**src/hw/rtl/rrd_pkg.sv**
```systemverilog
// ----------------------------------------------------------------------------
// rrd_pkg
// Shared types and constants for the request deframer: phase codes, error
// codes, byte classes and framing characters.
// ----------------------------------------------------------------------------
package rrd_pkg;

    localparam int unsigned LINE_BITS = 21;

    localparam logic [LINE_BITS-1:0] LINE_SAT       = 21'h1F_FFFF;
    localparam logic [LINE_BITS-1:0] MAX_LINE_RESET = 21'd65536;

    localparam logic [7:0] CH_STAR   = 8'h2A;
    localparam logic [7:0] CH_DOLLAR = 8'h24;
    localparam logic [7:0] CH_MINUS  = 8'h2D;
    localparam logic [7:0] CH_CR     = 8'h0D;
    localparam logic [7:0] CH_LF     = 8'h0A;
    localparam logic [7:0] CH_ZERO   = 8'h30;
    localparam logic [7:0] CH_NINE   = 8'h39;

    typedef enum logic [9:0] {
        PH_STAR     = 10'b00_0000_0001,
        PH_COUNT    = 10'b00_0000_0010,
        PH_COUNT_LF = 10'b00_0000_0100,
        PH_DOLLAR   = 10'b00_0000_1000,
        PH_LEN      = 10'b00_0001_0000,
        PH_LEN_LF   = 10'b00_0010_0000,
        PH_PAYLOAD  = 10'b00_0100_0000,
        PH_PAY_CR   = 10'b00_1000_0000,
        PH_PAY_LF   = 10'b01_0000_0000,
        PH_ERROR    = 10'b10_0000_0000
    } t_phase;

    typedef enum logic [2:0] {
        ERR_NONE        = 3'd0,
        ERR_NO_STAR     = 3'd1,
        ERR_NO_DOLLAR   = 3'd2,
        ERR_BAD_NUMBER  = 3'd3,
        ERR_NO_LF       = 3'd4,
        ERR_BAD_LENGTH  = 3'd5,
        ERR_NO_PAY_CRLF = 3'd6,
        ERR_LINE_LONG   = 3'd7
    } t_err;

    typedef enum logic [1:0] {
        CLS_COUNT_HDR = 2'd0,
        CLS_LEN_HDR   = 2'd1,
        CLS_PAYLOAD   = 2'd2,
        CLS_PAY_TERM  = 2'd3
    } t_class;

endpackage

```
**src/hw/rtl/resp_request_deframer_core.sv**
```systemverilog
// ----------------------------------------------------------------------------
// resp_request_deframer_core
// Framing checker for a multi-bulk request byte stream. Echoes every beat
// with its class, argument index, a command-done flag and a sticky error.
// ----------------------------------------------------------------------------
// Usage:
//   Input channel  : i_in_valid / o_in_stall / i_byte_in, one byte per beat.
//   Output channel : o_out_valid / i_out_stall and the result fields, exactly
//                    one result beat per input beat, in order.
//   Config         : i_cfg_wr_en / i_cfg_wr_data write max_line_length; write
//                    only while the block is idle.
//   Path           : the input beat is held in the input register, then one
//                    pass of parse logic writes the result into the output
//                    register.
//   Throughput     : 1 beat per cycle while i_out_stall is low. The limit is
//                    the parser state update; digit accumulation is a
//                    shift-add by ten plus one compare.
//   Stall          : when the output register is held by i_out_stall the input
//                    register fills, and o_in_stall rises only once both hold
//                    a beat. No beat is dropped or repeated.
//   Reset          : synchronous, active low. Parser returns to "expect '*'",
//                    max_line_length returns to 65536, both channels empty.
//   Errors         : the first framing error is latched; every later beat
//                    reports it with class 0, argument 0 until reset.
// ----------------------------------------------------------------------------
module resp_request_deframer_core #(
    parameter int unsigned COUNT_BITS = 32
) (
    input  logic                         i_clk,
    input  logic                         i_rst_n,
    // config
    input  logic                         i_cfg_wr_en,
    input  logic [rrd_pkg::LINE_BITS-1:0] i_cfg_wr_data,
    // input beats
    input  logic                         i_in_valid,
    output logic                         o_in_stall,
    input  logic [7:0]                   i_byte_in,
    // result beats
    output logic                         o_out_valid,
    input  logic                         i_out_stall,
    output logic [7:0]                   o_byte_out,
    output logic [1:0]                   o_byte_class,
    output logic [15:0]                  o_arg_number,
    output logic                         o_command_done,
    output logic [2:0]                   o_error_code
);
    import rrd_pkg::*;

    localparam int unsigned PW = COUNT_BITS + 4;  // room for accum * 10 + digit
    localparam logic [PW-1:0] HALF = {{4{1'b0}}, 1'b1, {(COUNT_BITS-1){1'b0}}};

    // ---------------- handshake / pipeline control ----------------
    logic r_in_valid, n_in_valid;
    logic [7:0] r_in_byte;
    logic r_out_valid, n_out_valid;
    logic out_free;   // output register can take a new result this cycle
    logic proc;       // the held input beat is parsed this cycle
    logic in_take;

    assign out_free   = !r_out_valid || !i_out_stall;
    assign proc       = r_in_valid && out_free;
    assign o_in_stall = r_in_valid && !out_free;
    assign in_take    = i_in_valid && !o_in_stall;

    always_comb begin
        n_in_valid = r_in_valid;
        if (in_take) begin
            n_in_valid = 1'b1;
        end else if (proc) begin
            n_in_valid = 1'b0;
        end
        n_out_valid = r_out_valid;
        if (proc) begin
            n_out_valid = 1'b1;
        end else if (!i_out_stall) begin
            n_out_valid = 1'b0;
        end
    end

    // ---------------- parser state ----------------
    t_phase                  r_phase, n_phase;
    logic [COUNT_BITS-1:0]   r_accum, n_accum;
    logic                    r_neg, n_neg;
    logic                    r_digit_seen, n_digit_seen;
    logic [COUNT_BITS-1:0]   r_args_left, n_args_left;
    logic [COUNT_BITS-1:0]   r_pay_left, n_pay_left;
    logic [LINE_BITS-1:0]    r_line, n_line;
    logic [15:0]             r_arg_index, n_arg_index;
    t_err                    r_err_held, n_err_held;
    logic [LINE_BITS-1:0]    r_max_line;

    // ---------------- header line byte (count or length line) ----------------
    logic                  is_digit;
    logic [3:0]            digit;
    logic [PW-1:0]         prod;      // accum * 10 + digit
    logic [PW-1:0]         limit;
    logic [LINE_BITS-1:0]  line_inc;
    t_err                  hdr_err;
    logic                  hdr_cr;
    logic                  hdr_neg;
    logic [COUNT_BITS-1:0] hdr_accum;
    logic                  hdr_digit;
    logic [LINE_BITS-1:0]  hdr_line;

    assign is_digit = (r_in_byte >= CH_ZERO) && (r_in_byte <= CH_NINE);
    assign digit    = r_in_byte[3:0];
    assign prod     = {1'b0, r_accum, 3'b000} + {3'b000, r_accum, 1'b0}
                    + {{(PW-4){1'b0}}, digit};
    assign limit    = r_neg ? HALF : (HALF - PW'(1));
    assign line_inc = (r_line < LINE_SAT) ? (r_line + LINE_BITS'(1)) : r_line;

    always_comb begin
        hdr_err   = ERR_NONE;
        hdr_cr    = 1'b0;
        hdr_neg   = r_neg;
        hdr_accum = r_accum;
        hdr_digit = r_digit_seen;
        hdr_line  = r_line;
        if (r_in_byte == CH_CR) begin
            hdr_cr = 1'b1;
            if (!r_digit_seen || (r_neg && r_accum == '0)) begin
                hdr_err = ERR_BAD_NUMBER;
            end
        end else begin
            hdr_line = line_inc;
            if (r_in_byte == CH_MINUS) begin
                if (r_digit_seen || r_neg) begin
                    hdr_err = ERR_BAD_NUMBER;
                end else begin
                    hdr_neg = 1'b1;
                end
            end else if (is_digit) begin
                // leading zero followed by more digits, or magnitude overflow
                if ((r_digit_seen && r_accum == '0) || (prod > limit)) begin
                    hdr_err = ERR_BAD_NUMBER;
                end else begin
                    hdr_accum = prod[COUNT_BITS-1:0];
                    hdr_digit = 1'b1;
                end
            end else begin
                hdr_err = ERR_BAD_NUMBER;
            end
            if (hdr_err == ERR_NONE && hdr_line > r_max_line) begin
                hdr_err = ERR_LINE_LONG;
            end
        end
    end

    // ---------------- main phase logic ----------------
    t_err                  err;
    t_class                cls;
    logic [15:0]           arg;
    logic                  done;
    logic                  marker_long;  // limit below one byte
    logic [COUNT_BITS-1:0] args_dec;
    logic [COUNT_BITS-1:0] pay_dec;

    assign marker_long = (r_max_line == '0);
    assign args_dec    = r_args_left - COUNT_BITS'(1);
    assign pay_dec     = r_pay_left - COUNT_BITS'(1);

    always_comb begin
        n_phase      = r_phase;
        n_accum      = r_accum;
        n_neg        = r_neg;
        n_digit_seen = r_digit_seen;
        n_args_left  = r_args_left;
        n_pay_left   = r_pay_left;
        n_line       = r_line;
        n_arg_index  = r_arg_index;
        n_err_held   = r_err_held;
        err          = ERR_NONE;
        cls          = CLS_COUNT_HDR;
        arg          = r_arg_index;
        done         = 1'b0;

        unique case (r_phase)
            PH_STAR, PH_DOLLAR: begin
                if (r_phase == PH_STAR) begin
                    arg = '0;
                end else begin
                    cls = CLS_LEN_HDR;
                end
                if (r_phase == PH_STAR && r_in_byte != CH_STAR) begin
                    err = ERR_NO_STAR;
                end else if (r_phase == PH_DOLLAR && r_in_byte != CH_DOLLAR) begin
                    err = ERR_NO_DOLLAR;
                end else begin
                    n_accum      = '0;
                    n_neg        = 1'b0;
                    n_digit_seen = 1'b0;
                    n_line       = LINE_BITS'(1);
                    if (marker_long) begin
                        err = ERR_LINE_LONG;
                    end else begin
                        n_phase = (r_phase == PH_STAR) ? PH_COUNT : PH_LEN;
                    end
                end
            end
            PH_COUNT, PH_LEN: begin
                if (r_phase == PH_COUNT) begin
                    arg = '0;
                end else begin
                    cls = CLS_LEN_HDR;
                end
                err          = hdr_err;
                n_accum      = hdr_accum;
                n_neg        = hdr_neg;
                n_digit_seen = hdr_digit;
                n_line       = hdr_line;
                if (hdr_cr && hdr_err == ERR_NONE) begin
                    n_phase = (r_phase == PH_COUNT) ? PH_COUNT_LF : PH_LEN_LF;
                end
            end
            PH_COUNT_LF: begin
                arg = '0;
                if (r_in_byte != CH_LF) begin
                    err = ERR_NO_LF;
                end else if (!r_neg && r_accum != '0) begin
                    n_args_left = r_accum;
                    n_arg_index = '0;
                    n_phase     = PH_DOLLAR;
                end else begin
                    // zero or negative count: empty command
                    done    = 1'b1;
                    n_phase = PH_STAR;
                end
            end
            PH_LEN_LF: begin
                cls = CLS_LEN_HDR;
                if (r_in_byte != CH_LF) begin
                    err = ERR_NO_LF;
                end else if (r_neg || r_accum == '0) begin
                    err = ERR_BAD_LENGTH;
                end else begin
                    n_pay_left = r_accum;
                    n_phase    = PH_PAYLOAD;
                end
            end
            PH_PAYLOAD: begin
                cls        = CLS_PAYLOAD;
                n_pay_left = pay_dec;
                if (pay_dec == '0) begin
                    n_phase = PH_PAY_CR;
                end
            end
            PH_PAY_CR: begin
                cls = CLS_PAY_TERM;
                if (r_in_byte != CH_CR) begin
                    err = ERR_NO_PAY_CRLF;
                end else begin
                    n_phase = PH_PAY_LF;
                end
            end
            PH_PAY_LF: begin
                cls = CLS_PAY_TERM;
                if (r_in_byte != CH_LF) begin
                    err = ERR_NO_PAY_CRLF;
                end else begin
                    n_args_left = args_dec;
                    if (args_dec == '0) begin
                        done        = 1'b1;
                        n_arg_index = '0;
                        n_phase     = PH_STAR;
                    end else begin
                        if (r_arg_index != 16'hFFFF) begin
                            n_arg_index = r_arg_index + 16'd1;
                        end
                        n_phase = PH_DOLLAR;
                    end
                end
            end
            default: begin
                // error hold, and any code outside the phase set
                arg = '0;
                err = r_err_held;
            end
        endcase

        // first error: latch it and park
        if (err != ERR_NONE && r_phase != PH_ERROR) begin
            n_err_held = err;
            n_phase    = PH_ERROR;
            done       = 1'b0;
        end
    end

    // ---------------- registers ----------------
    always_ff @(posedge i_clk) begin
        if (!i_rst_n) begin
            r_in_valid   <= 1'b0;
            r_out_valid  <= 1'b0;
            r_phase      <= PH_STAR;
            r_accum      <= '0;
            r_neg        <= 1'b0;
            r_digit_seen <= 1'b0;
            r_args_left  <= '0;
            r_pay_left   <= '0;
            r_line       <= '0;
            r_arg_index  <= '0;
            r_err_held   <= ERR_NONE;
            r_max_line   <= MAX_LINE_RESET;
        end else begin
            r_in_valid  <= n_in_valid;
            r_out_valid <= n_out_valid;
            if (i_cfg_wr_en) begin
                r_max_line <= i_cfg_wr_data;
            end
            if (proc) begin
                r_phase      <= n_phase;
                r_accum      <= n_accum;
                r_neg        <= n_neg;
                r_digit_seen <= n_digit_seen;
                r_args_left  <= n_args_left;
                r_pay_left   <= n_pay_left;
                r_line       <= n_line;
                r_arg_index  <= n_arg_index;
                r_err_held   <= n_err_held;
            end
        end
    end

    // payload registers, no reset
    logic [7:0]  r_out_byte;
    logic [1:0]  r_out_class;
    logic [15:0] r_out_arg;
    logic        r_out_done;
    logic [2:0]  r_out_err;

    always_ff @(posedge i_clk) begin
        if (in_take) begin
            r_in_byte <= i_byte_in;
        end
        if (proc) begin
            r_out_byte  <= r_in_byte;
            r_out_class <= cls;
            r_out_arg   <= arg;
            r_out_done  <= done;
            r_out_err   <= err;
        end
    end

    assign o_out_valid    = r_out_valid;
    assign o_byte_out     = r_out_byte;
    assign o_byte_class   = r_out_class;
    assign o_arg_number   = r_out_arg;
    assign o_command_done = r_out_done;
    assign o_error_code   = r_out_err;

endmodule

```
**config.mk**
```make
export PLATFORM = sky130hd
export DESIGN_NAME = resp_request_deframer_core
export DESIGN_NICKNAME = d
export VERILOG_FILES = /design/src/hw/rtl/rrd_pkg.sv /design/src/hw/rtl/resp_request_deframer_core.sv
export SDC_FILE = /design/constraint.sdc
export NUM_CORES = 1
export LEC_CHECK = 0
export BUFFER_PORTS_ARGS = -buffer_cell sky130_fd_sc_hd__buf_2
export CAP_MARGIN = 30
export CELL_PAD_IN_SITES_DETAIL_PLACEMENT = 1
export CELL_PAD_IN_SITES_GLOBAL_PLACEMENT = 1
export CORE_UTILIZATION = 25
export CTS_CLUSTER_DIAMETER = 40
export DETAILED_ROUTE_END_ITERATION = 8
export GPL_TIMING_DRIVEN = 0
export PLACE_DENSITY_LB_ADDON = 0.1
export SKIP_LAST_GASP = 1
export SLEW_MARGIN = 5
export SYNTH_ARGS = -nofsm -noshare
export SYNTH_HDL_FRONTEND = slang
export SYNTH_SLANG_ARGS = --single-unit
```
**constraint.sdc**
```tcl
create_clock -name i_clk -period 8.7 [get_ports i_clk]
set_input_delay 2.175 -clock i_clk [delete_from_list [all_inputs] [get_ports i_clk]]
set_output_delay 2.175 -clock i_clk [all_outputs]
set_load 0.01 [all_outputs]
```
==> impl_metrics.tcl, run 1 <==
set metrics [dict create \
    status "finished, violations left" \
    violations "design-rule violations" \
    cts_setup_buffers 0 \
    p_per_area_nw_per_um2 201 \
    cellLeakagePower_nw 7.37 \
    cp.required_ns 9.15 \
    first_global_vias 16000 \
    vdd_ir_drop_max_mv 0.130 \
    worstMarginPinSlew_ns 1.00 \
    max_stage_delay_ns 0.66 \
    grt_use_total 0.222 \
    reg2regPathDepth 20 \
    cts_buffers 57 \
    synth_edf_count 38 \
    fin_nets 2233 \
    cts_sinks 209 \
    vias 15600 \
    die_area_um2 61000 \
    endpoint_kind "register" \
    clkLatencyLatePin_ns 0.61 \
    rsz0062_at_grt "false" \
    syn-num-nets 2101 \
    syn_inst 1943 \
    port_buffers 64 \
    worst_path_max_delay_cell "dfxtp_1" \
    clk_pin_slew_ns 0.05 \
    worstReg2RegEnd "r_accum[18]$_SDFFE_PN0P_" \
    synth_flop_cell "dfxtp_1" \
    path_delay_family "compound AO/OA/AOI/OAI gates" \
    syn_area_per_cell_um2 7.72 \
    dpl.hpwl_um 51300 \
    grt_start_max_net_pins 36 \
    cp.arrival_ns 7.55 \
    pin_count 66 \
    async_reset_ff_frac 0 \
    hold_end "o_out_valid$_SDFFE_PN0P_" \
    worst-path-buf-inv 1 \
    wl_per_cell_um 23.4 \
    dp.cells 2789 \
    viasPerCell 5.40 \
    start_util 0.254 \
    grt_pass1_wl_um 102000 \
    yosysWarnings 0 \
    cts_tree "yes" \
    grt_overflow 0 \
    worstSetupPathType "reg -> reg" \
    mappedNetlistArea_um2 15000 \
    slew_violations 0 \
    fin_skew_ns 0.0152 \
    hold_viol 0 \
    post-route-period-util 0.816 \
    wirelength_um 67700 \
    yosysSeqAreaShare 0.304 \
    num_rows 89 \
    drc 10 \
    worstReg2RegStart "r_accum[2]$_SDFFE_PN0P_" \
    hold_buffers 0 \
    syn2layout_area_growth_pct 24.2 \
    dieHeight_um 247 \
    drtPass1Iterations 7 \
    antenna_cells 0 \
    core_area_um2 59100 \
    cts.repair.resized 0 \
    path_cells "fa_1 > fa_1 > a211oi_1 > nor3_1 > o2111ai_1 > a21oi_1 > o221a_2 > o311ai_0 > o211ai_1 > ha_1 > a21oi_1 > nand2_1 > a221oi_1 > o21ai_0 > a211oi_1 > o21ai_0 > or4_1 > a21oi_1 > clkbuf_1 > o21ai_0" \
    finalSetupViolations 0 \
    synth.distinct_cells 88 \
    hold_path_class "reg -> reg" \
    antenna_found_initial 3 \
    max_slew_margin 0.329 \
    maxCapViolCount 0 \
    clock_path_buffers 3 \
    gp_congestion 0.873 \
    cts-htree-levels 2 \
    drt_iter0_drc 972 \
    min_period_ns 7.10 \
    fp.dieW_um 247 \
    whs_path_depth 2 \
    crit_path_max_fanout 10 \
    regToRegSetupSlack_ns 1.60 \
    antenna_left 0 \
    worstHoldStart "r_in_valid$_SDFFE_PN0P_" \
    fmax_mhz 141 \
    clockRootBuffer "clkbuf_16" \
    stdcell_count 2897 \
    critPathLaunchType "register" \
    synth-seq-cells 209 \
    fin_tns_setup_ns 0 \
    drive_gt1_frac 0.106 \
]
through the flow:
stage / hold WS [ns] / utilization / worst slack [ns] / power (mW) / instance area [µm²]
floorplan: 0.450 / - / 3.26 / 1.18 / 15000
global placement: 0.469 / 0.276 / 1.21 / 1.28 / 16300
detailed placement: 0.485 / 0.277 / 1.57 / 1.29 / 16400
CTS: 0.491 / 0.315 / 1.52 / 3.79 / 18600
global route: 0.514 / 0.315 / 0.995 / 3.86 / 18600
finish: 0.496 / 0.315 / 1.60 / 3.74 / 18600
cell usage after synthesis (7+ instances only):
cell type,number,share of area
nor2_1,221,0.055
nand2_1,189,0.047
a21oi_1,171,0.057
dfxtp_1,171,0.23
o21ai_0,138,0.046
ha_1,122,0.10
nand3_1,93,0.031
clkbuf_1,90,0.023
inv_1,59,0.015
nor3_1,53,0.018
nor4_1,51,0.021
edfxtp_1,38,0.076
and2_1,37,0.015
nand4_1,37,0.015
xnor2_1,29,0.017
xor2_1,27,0.016
mux2i_1,23,0.015
a21o_1,22,0.011
or3_1,22,0.0092
a22oi_1,21,0.011
and3_1,21,0.0088
a211oi_1,18,0.0090
a31oi_1,18,0.0075
nor2b_1,17,0.0071
o211ai_1,17,0.0085
o21a_1,17,0.0085
o31ai_1,12,0.0060
or2_2,12,0.0050
nand2b_1,11,0.0046
nand4b_1,11,0.0064
o21ai_1,11,0.0037
or4_1,11,0.0055
and4_1,9,0.0053
nand3b_1,9,0.0045
a32oi_1,8,0.0047
o22ai_1,8,0.0033
a21boi_0,7,0.0035
buf_2,7,0.0023
area by class of cell:
cell class	count	area (µm²)
Buffer	102	399
Sequential cell	209	4570
Clock buffer	70	1610
Clock inverter	38	626
Timing Repair Buffer	73	419
Multi-Input combinational cell	1573	9830
Inverter	59	221
Tap cell	773	967
Fill cell	7010	40500
flip-flops by register name, summed over array words and instances, names as in the netlist:
register and cells:
r_accum 32, o_byte_out 8, r_args_left 32, r_pay_left 32
r_line 21, r_arg_index 16, r_neg 1, o_arg_number 16
o_byte_class 2, o_command_done 1, o_out_valid 1, r_digit_seen 1
r_in_valid 1, r_phase 10, o_error_code 3, r_max_line 21
r_err_held 3, r_in_byte 8
report_power, final:
part	total [mW]	internal, mW	leakage (nW)	switching [mW]
Clock	2.47	1.75	1.08	0.718
Sequential	1.03	1.01	1.74	0.0166
Combinational	0.244	0.0744	4.56	0.169
Total	3.74	2.84	7.37	0.904
worst reg2reg max path: stages, from the launching register on:
cell	delay (ns)
dfxtp_1	0.66
fa_1	0.57
fa_1	0.51
a211oi_1	0.34
nor3_1	0.15
o2111ai_1	0.42
a21oi_1	0.21
o221a_2	0.33
o311ai_0	0.34
o211ai_1	0.22
ha_1	0.36
a21oi_1	0.16
nand2_1	0.08
a221oi_1	0.28
o21ai_0	0.17
a211oi_1	0.22
o21ai_0	0.19
or4_1	0.66
a21oi_1	0.45
clkbuf_1	0.43
o21ai_0	0.19
worst max-delay path by stage:
stage | to | cells past startpoint | start | slack [ns]
after floorplan | r_accum[0]$_SDFFE_PN0P_ | 20 | r_in_byte[3]$_DFFE_PP_ | 3.26
after global placement | o_command_done$_SDFFCE_PP0P_ | 19 | r_accum[2]$_SDFFE_PN0P_ | 1.21
after detailed placement | r_accum[18]$_SDFFE_PN0P_ | 20 | r_accum[2]$_SDFFE_PN0P_ | 1.57
after CTS | r_accum[18]$_SDFFE_PN0P_ | 20 | r_accum[2]$_SDFFE_PN0P_ | 1.52
after global routing | r_accum[18]$_SDFFE_PN0P_ | 20 | r_accum[2]$_SDFFE_PN0P_ | 0.99
final | r_accum[18]$_SDFFE_PN0P_ | 20 | r_accum[2]$_SDFFE_PN0P_ | 1.60
per-layer routing:
layer | global-route usage | vias to the layer above | share of wire
met1 | 0.292 | 7679 | 0.46
met3 | 0.0353 | 133 | 0.046
li1 | - | 7477 | -
met2 | 0.365 | 358 | 0.46
met5 | 0 | - | 0.00012
met4 | 0.0763 | 2 | 0.034
cells by family after synthesis:
family,Yosys count,synth area share
simple gates,834,0.279
compound gates,533,0.221
flops,209,0.304
buf+inv,161,0.0414
fa+ha+maj,124,0.104
xor+xnor,56,0.0327
mux,26,0.0176
layout by cell type (no fill, tap or decap), drive strengths merged, types with 37 or more instances in the layout:
master | Yosys | routed
o21ai | 149 | 149
nand4 | 37 | 37
buf | 12 | 84
a21oi | 172 | 172
edfxtp | 38 | 38
nor4 | 54 | 54
nor3 | 54 | 54
ha | 122 | 122
inv | 59 | 67
and2 | 38 | 38
dfxtp | 171 | 171
clkbuf | 90 | 160
nand2 | 189 | 189
nor2 | 222 | 222
nand3 | 93 | 93
No activity file was read; power rests on OpenSTA's default activity.
==> inputs of run 2 (changes only) <==
==> constraint.sdc (replaced) <==
create_clock -name i_clk -period 6.9 [get_ports i_clk]
set_input_delay 1.725 -clock i_clk [delete_from_list [all_inputs] [get_ports i_clk]]
set_output_delay 1.725 -clock i_clk [all_outputs]
set_load 0.01 [all_outputs]
==> run 2 against run 1 <==
  * Combinational power grew 27%
  * Clock skew fell by 0.0012 ns
  * Highest routed layer unchanged
  * Die area unchanged
  * Flip-flop and latch count unchanged
  * Via count hardly changed
  * Register-to-register slack got worse by 1.2 ns
  * The flow still finishes with violations (design-rule violations)
  * Sequential power grew 26%
  * Critical endpoint is now r_accum[13]$_SDFFE_PN0P_
==> impl_metrics.tcl, run 2 (synthesis gave the netlist of run 1 again) <==
set metrics [dict create \
    drtPass1Iterations 7 \
    fp.dieW_um 247 \
    finalSetupViolations 0 \
    critical_path_depth 21 \
    hold_end "o_out_valid$_SDFFE_PN0P_" \
    path_cells "ha_1 > ha_1 > fa_1 > a211oi_2 > nor3_1 > o2111ai_2 > a21oi_1 > o221a_2 > o31a_1 > o211ai_1 > ha_1 > a21oi_1 > nand2_1 > a221oi_1 > o21ai_0 > a211oi_1 > o21ai_0 > or4_1 > a21oi_2 > clkbuf_2 > o21ai_0" \
    post-route-period-util 0.940 \
    cp.required_ns 7.37 \
    cp.arrival_ns 6.95 \
    worstSetupPathType "reg -> reg" \
    grt_start_max_net_pins 36 \
    wl_per_cell_um 23.4 \
    grt_overflow 0 \
    clockRootBuffer "clkbuf_16" \
    start_util 0.254 \
    reg2regPathDepth 21 \
    hold_viol 0 \
    hold_buffers 0 \
    grt_use_total 0.222 \
    swShare 0.242 \
    top_regs "r_accum: 32 flops, r_args_left: 32 flops, r_pay_left: 32 flops" \
    port_buffers 64 \
    fin_tns_setup_ns 0 \
    num_rows 89 \
    p_clk_frac 0.660 \
    place_area_um2 16400 \
    layout_common_cells "221 x nor2_1, 189 x nand2_1, 170 x a21oi_1, 164 x dfxtp_1, 138 x o21ai_0" \
    crit_path_max_fanout 10 \
    dieHeight_um 247 \
    drive_gt1_frac 0.113 \
    vias 15700 \
    p_per_area_nw_per_um2 253 \
    antenna_cells 0 \
    pin_count 66 \
    die_area_um2 61000 \
    whs_path_depth 2 \
    critPathLaunchType "register" \
    antenna_found_initial 3 \
    worst-path-buf-inv 1 \
    fin_skew_ns 0.0139 \
    fin_area_um2 18700 \
    final_common_cell "nor2_1" \
    path_delay_family "compound AO/OA/AOI/OAI gates" \
    p_comb_frac 0.066 \
    seqPwrFrac 0.275 \
    switchingPower_mw 1.14 \
    drc 10 \
    clk_pin_slew_ns 0.05 \
    rsz0062_at_grt "false" \
    endpoint_kind "register" \
    fin_hold_ws_ns 0.496 \
    fin_nets 2233 \
    clock_path_buffers 3 \
    max_stage_delay_ns 0.70 \
    worst_path_max_delay_cell "or4_1" \
    grt_pass1_wl_um 102000 \
    syn2layout_area_growth_pct 24.4 \
    worstMarginPinSlew_ns 1.03 \
    cellLeakagePower_nw 7.40 \
    worstHoldStart "r_in_valid$_SDFFE_PN0P_" \
    maxCapViolCount 0 \
    cts_tree "yes" \
    finalPower_mw 4.72 \
    slew_violations 0 \
    stdcell_count 2897 \
    cts_sinks 209 \
    antenna_left 0 \
    worstReg2RegEnd "r_accum[13]$_SDFFE_PN0P_" \
    dpl.hpwl_um 51300 \
    max_slew_margin 0.309 \
    first_global_vias 16000 \
    fmax_mhz 154 \
    dp.cells 2789 \
    core_area_um2 59100 \
    vdd_ir_drop_max_mv 0.163 \
    regToRegSetupSlack_ns 0.41 \
    violations "design-rule violations" \
    viasPerCell 5.40 \
    drt_iter0_drc 977 \
    hold_path_class "reg -> reg" \
    cts-htree-levels 2 \
    clkLatencyLatePin_ns 0.60 \
    wirelength_um 67800 \
    min_period_ns 6.49 \
    cts_buffers 57 \
    status "finished, violations left" \
    worstReg2RegStart "r_accum[1]$_SDFFE_PN0P_" \
    gp_congestion 0.873 \
    p_int_mw 3.58 \
]
run 2: cell count changes in the layout (fill, tap and decap cells not counted), moves of 3 or more:
cell / change
clkbuf_1: -4
dfxtp_2: +6
clkbuf_2: +3
dfxtp_1: -6
run 2: how the worst max path moves through the flow:
stage | startpoint | to | slack [ns]
2_1_floorplan | r_in_byte[3]$_DFFE_PP_ | r_accum[0]$_SDFFE_PN0P_ | 1.46
3_3_place_gp | r_accum[2]$_SDFFE_PN0P_ | o_command_done$_SDFFCE_PP0P_ | -0.59
3_5_place_dp | r_accum[2]$_SDFFE_PN0P_ | r_accum[18]$_SDFFE_PN0P_ | -0.23
4_1_cts | r_accum[0]$_SDFFE_PN0P_ | r_accum[28]$_SDFFE_PN0P_ | -0.04
5_1_grt | r_accum[5]$_SDFFE_PN0P_ | r_accum[18]$_SDFFE_PN0P_ | 0.04
6_report | r_accum[1]$_SDFFE_PN0P_ | r_accum[13]$_SDFFE_PN0P_ | 0.41
run 2: cell type report:
| type | count | area (µm²) |
|---|---|---|
| flip-flops and latches | 209 | 4570 |
| clock buffers | 70 | 1610 |
| clock inverters | 38 | 626 |
| fillers | 7005 | 40500 |
| well taps | 773 | 967 |
| plain buffers | 102 | 404 |
| multi-input cells | 1573 | 9850 |
| inverters | 59 | 221 |
| repair buffers | 73 | 419 |
run 2: through the flow:
stage / worst slack, ns / utilization
after CTS: -0.0424 / 0.315
final: 0.413 / 0.316
after global placement: -0.595 / 0.276
after detailed placement: -0.228 / 0.277
after floorplan: 1.46 / -
after global routing: 0.0426 / 0.316
run 2: per-layer routing:
layer | GRT usage | wire length, µm | vias to the layer above
li1 | - | - | 7476
met1 | 0.291 | 31400 | 7714
met2 | 0.365 | 31200 | 335
met3 | 0.0353 | 2960 | 126
met4 | 0.0755 | 2240 | 2
met5 | 0 | 8 | -
run 2: tightest hold or removal path, delay by kind of cell, from the launching register on:
kind / cells / cell delay, ns
flip-flops: 1 / 0.34
AND/OR/NAND/NOR: 1 / 0.07
AO/OA/AOI/OAI: 1 / 0.05
run 2: power by group through the flow:
stage | Combinational, mW | Sequential [mW] | Clock, mW
final | 0.311 | 1.30 | 3.12
after global routing | 0.336 | 1.30 | 3.23
after CTS | 0.307 | 1.30 | 3.18
after detailed placement | 0.305 | 1.32 | 0
after global placement | 0.298 | 1.32 | 0
after floorplan | 0.175 | 1.32 | 0
run 2: what timing repair did:
action / 4_1_cts / 5_1_grt
buffers inserted: 0 / 0
setup endpoints to repair: 32 / 45
gates resized for setup: 5 / 14
==> inputs of run 3 (changes only) <==
--- a/config.mk
+++ b/config.mk
@@ -9,6 +9,7 @@
 export CAP_MARGIN = 30
 export CELL_PAD_IN_SITES_DETAIL_PLACEMENT = 1
 export CELL_PAD_IN_SITES_GLOBAL_PLACEMENT = 1
+export CORE_ASPECT_RATIO = 1.5
 export CORE_UTILIZATION = 25
 export CTS_CLUSTER_DIAMETER = 40
 export DETAILED_ROUTE_END_ITERATION = 8
==> constraint.sdc (replaced) <==
create_clock -name i_clk -period 6.3 [get_ports i_clk]
set_input_delay 1.575 -clock i_clk [delete_from_list [all_inputs] [get_ports i_clk]]
set_output_delay 1.575 -clock i_clk [all_outputs]
set_load 0.01 [all_outputs]
==> run 3 against run 2 <==
  * The run now ends clean
  * Largest cell class unchanged
  * Count of clock-buffer cells in the layout is 18 lower
  * Register-to-register slack worse by 0.15 ns
  * Critical path type unchanged
  * Via count is 0.56% lower
  * Clock skew is 0.017 ns higher
  * Die area hardly changed
  * Highest routed layer is now met4
  * Utilization is 0.79 points lower
  * Flip-flop and latch count stayed put
  * Wire length is 0.94% lower
==> impl_metrics.tcl, run 3 (synthesis gave the netlist of run 1 again) <==
set metrics [dict create \
    status "completed" \
    critPathLaunchType "register" \
    cellLeakagePower_nw 7.17 \
    syn2layout_area_growth_pct 21.4 \
    cp.arrival_ns 6.48 \
    post-route-period-util 0.958 \
    clock_path_buffers 3 \
    num_rows 109 \
    crit_path_max_fanout 10 \
    fin_nets 2228 \
    cts_sinks 209 \
    pin_count 66 \
    worstMarginPinSlew_ns 0.982 \
    drt_iter0_drc 707 \
    drive_gt1_frac 0.112 \
    grt_start_max_net_pins 36 \
    wl_per_cell_um 23.3 \
    regToRegSetupSlack_ns 0.26 \
    cts_tree "yes" \
    antenna_left 0 \
    port_buffers 64 \
    vias 15600 \
    worstSetupPathType "reg -> reg" \
    drtPass1Iterations 5 \
    grt_overflow 0 \
    clockRootBuffer "clkbuf_16" \
    rsz0062_at_grt "true" \
    maxCapViolCount 0 \
    wirelength_um 67100 \
    min_period_ns 6.04 \
    grt_use_total 0.220 \
    hold_buffers 0 \
    cp.required_ns 6.74 \
    fmax_mhz 166 \
    endpoint "r_accum[10]$_SDFFE_PN0P_" \
    max_slew_margin 0.341 \
    start_util 0.254 \
    layout_common_cells "221 x nor2_1, 189 x nand2_1, 169 x a21oi_1, 160 x dfxtp_1, 134 x o21ai_0" \
    antenna_cells 0 \
    viasPerCell 5.40 \
    endpoint_kind "register" \
    top_regs "r_accum: 32 flops, r_args_left: 32 flops, r_pay_left: 32 flops" \
    dieHeight_um 302 \
    fin_skew_ns 0.0308 \
    first_global_vias 16400 \
    clk_pin_slew_ns 0.06 \
    cp-startpoint "r_in_byte[3]$_DFFE_PP_" \
    dpl.hpwl_um 51900 \
    clkLatencyLatePin_ns 0.59 \
    antenna_found_initial 0 \
    die_area_um2 61000 \
    dp_slack_ns -1.14 \
    grt_pass1_wl_um 102000 \
    dp.cells 2791 \
    stdcell_count 2883 \
    worstReg2RegStart "r_in_byte[3]$_DFFE_PP_" \
    gp_congestion 0.857 \
    layout_setup_ws_ns 0.263 \
    whs_path_depth 2 \
    p_per_area_nw_per_um2 241 \
    core_area_um2 59200 \
    cts_buffers 46 \
    cts-htree-levels 2 \
    hold_viol 0 \
    worstReg2RegEnd "r_accum[10]$_SDFFE_PN0P_" \
    reg2regPathDepth 20 \
    hold_path_class "reg -> reg" \
    vdd_ir_drop_max_mv 0.178 \
    final_common_cell "nor2_1" \
    fp.dieW_um 202 \
    drc 0 \
    finalSetupViolations 0 \
    slew_violations 0 \
]
-- run 3: cell count changes in the layout (fill, tap and decap cells not counted), moves of 4 or more --
| cell | delta |
|---|---|
| inv_8 | +5 |
| dfxtp_1 | -4 |
| dfxtp_2 | +4 |
| buf_4 | +8 |
| clkbuf_16 | -13 |
| o21ai_0 | -4 |
| bufinv_16 | -9 |
-- run 3: critical path, cell delays in order (launching register included) --
cell	delay, ns
edfxtp_1	0.50
fa_1	0.56
fa_2	0.46
a211oi_2	0.26
nor3_1	0.13
o2111ai_2	0.31
a21oi_2	0.14
o221a_2	0.31
o31a_1	0.26
o211ai_1	0.31
ha_1	0.33
a21oi_1	0.17
nand2_1	0.08
a221oi_1	0.32
o21ai_1	0.17
a211oi_2	0.25
o21ai_2	0.14
or4_4	0.58
a21oi_4	0.26
clkbuf_8	0.22
o21ai_0	0.10
-- run 3: per-layer routing --
layer,vias up,part of all wire,track usage
li1,7463,-,-
met3,122,0.028,0.0227
met1,7703,0.40,0.243
met2,277,0.53,0.423
met4,0,0.037,0.0893
met5,-,0,0
-- run 3: area by class of cell --
| class | count | area, µm² |
|---|---|---|
| inverter | 59 | 221 |
| buffer | 100 | 417 |
| clock inverter | 32 | 428 |
| timing repair buffer | 81 | 478 |
| multi-input combinational | 1573 | 9900 |
| sequential | 209 | 4580 |
| clock buffer | 52 | 1220 |
| fill | 7129 | 41000 |
| tap | 777 | 972 |
-- run 3: timing repair --
action,4_1_cts,5_1_grt
gates resized for setup,21,19
pin swaps,3,5
endpoints found under the setup margin,50,49
setup buffers,5,5
-- run 3: worst min path at each step --
stage | endpoint | start
3_3_place_gp | o_out_valid$_SDFFE_PN0P_ | r_in_valid$_SDFFE_PN0P_
5_1_grt | o_byte_out[5]$_DFFE_PP_ | r_in_byte[5]$_DFFE_PP_
2_1_floorplan | r_err_held[0]$_SDFFE_PN0P_ | r_err_held[0]$_SDFFE_PN0P_
6_report | r_err_held[0]$_SDFFE_PN0P_ | r_err_held[0]$_SDFFE_PN0P_
3_5_place_dp | r_err_held[0]$_SDFFE_PN0P_ | r_err_held[0]$_SDFFE_PN0P_
4_1_cts | r_err_held[0]$_SDFFE_PN0P_ | r_err_held[0]$_SDFFE_PN0P_
-- run 3: power by group --
part	internal, mW	total, mW	switching (mW)	leakage, nW
sequential	1.40	1.42	0.0219	1.74
combinational	0.111	0.340	0.229	4.62
clock	1.68	2.63	0.947	0.810
-- run 3: through the flow --
| step | setup TNS (ns) | util | cell area [µm²] | hold WS (ns) | total power, mW |
|---|---|---|---|---|---|
| floorplan | 0 | - | 15000 | 0.450 | 1.64 |
| finish | 0 | 0.308 | 18200 | 0.493 | 4.39 |
| CTS | -0.0123 | 0.306 | 18100 | 0.495 | 4.46 |
| detailed placement | -45.37 | 0.277 | 16400 | 0.488 | 1.78 |
| global placement | -56.57 | 0.275 | 16300 | 0.469 | 1.77 |
| global route | -0.657 | 0.308 | 18200 | 0.525 | 4.54 |
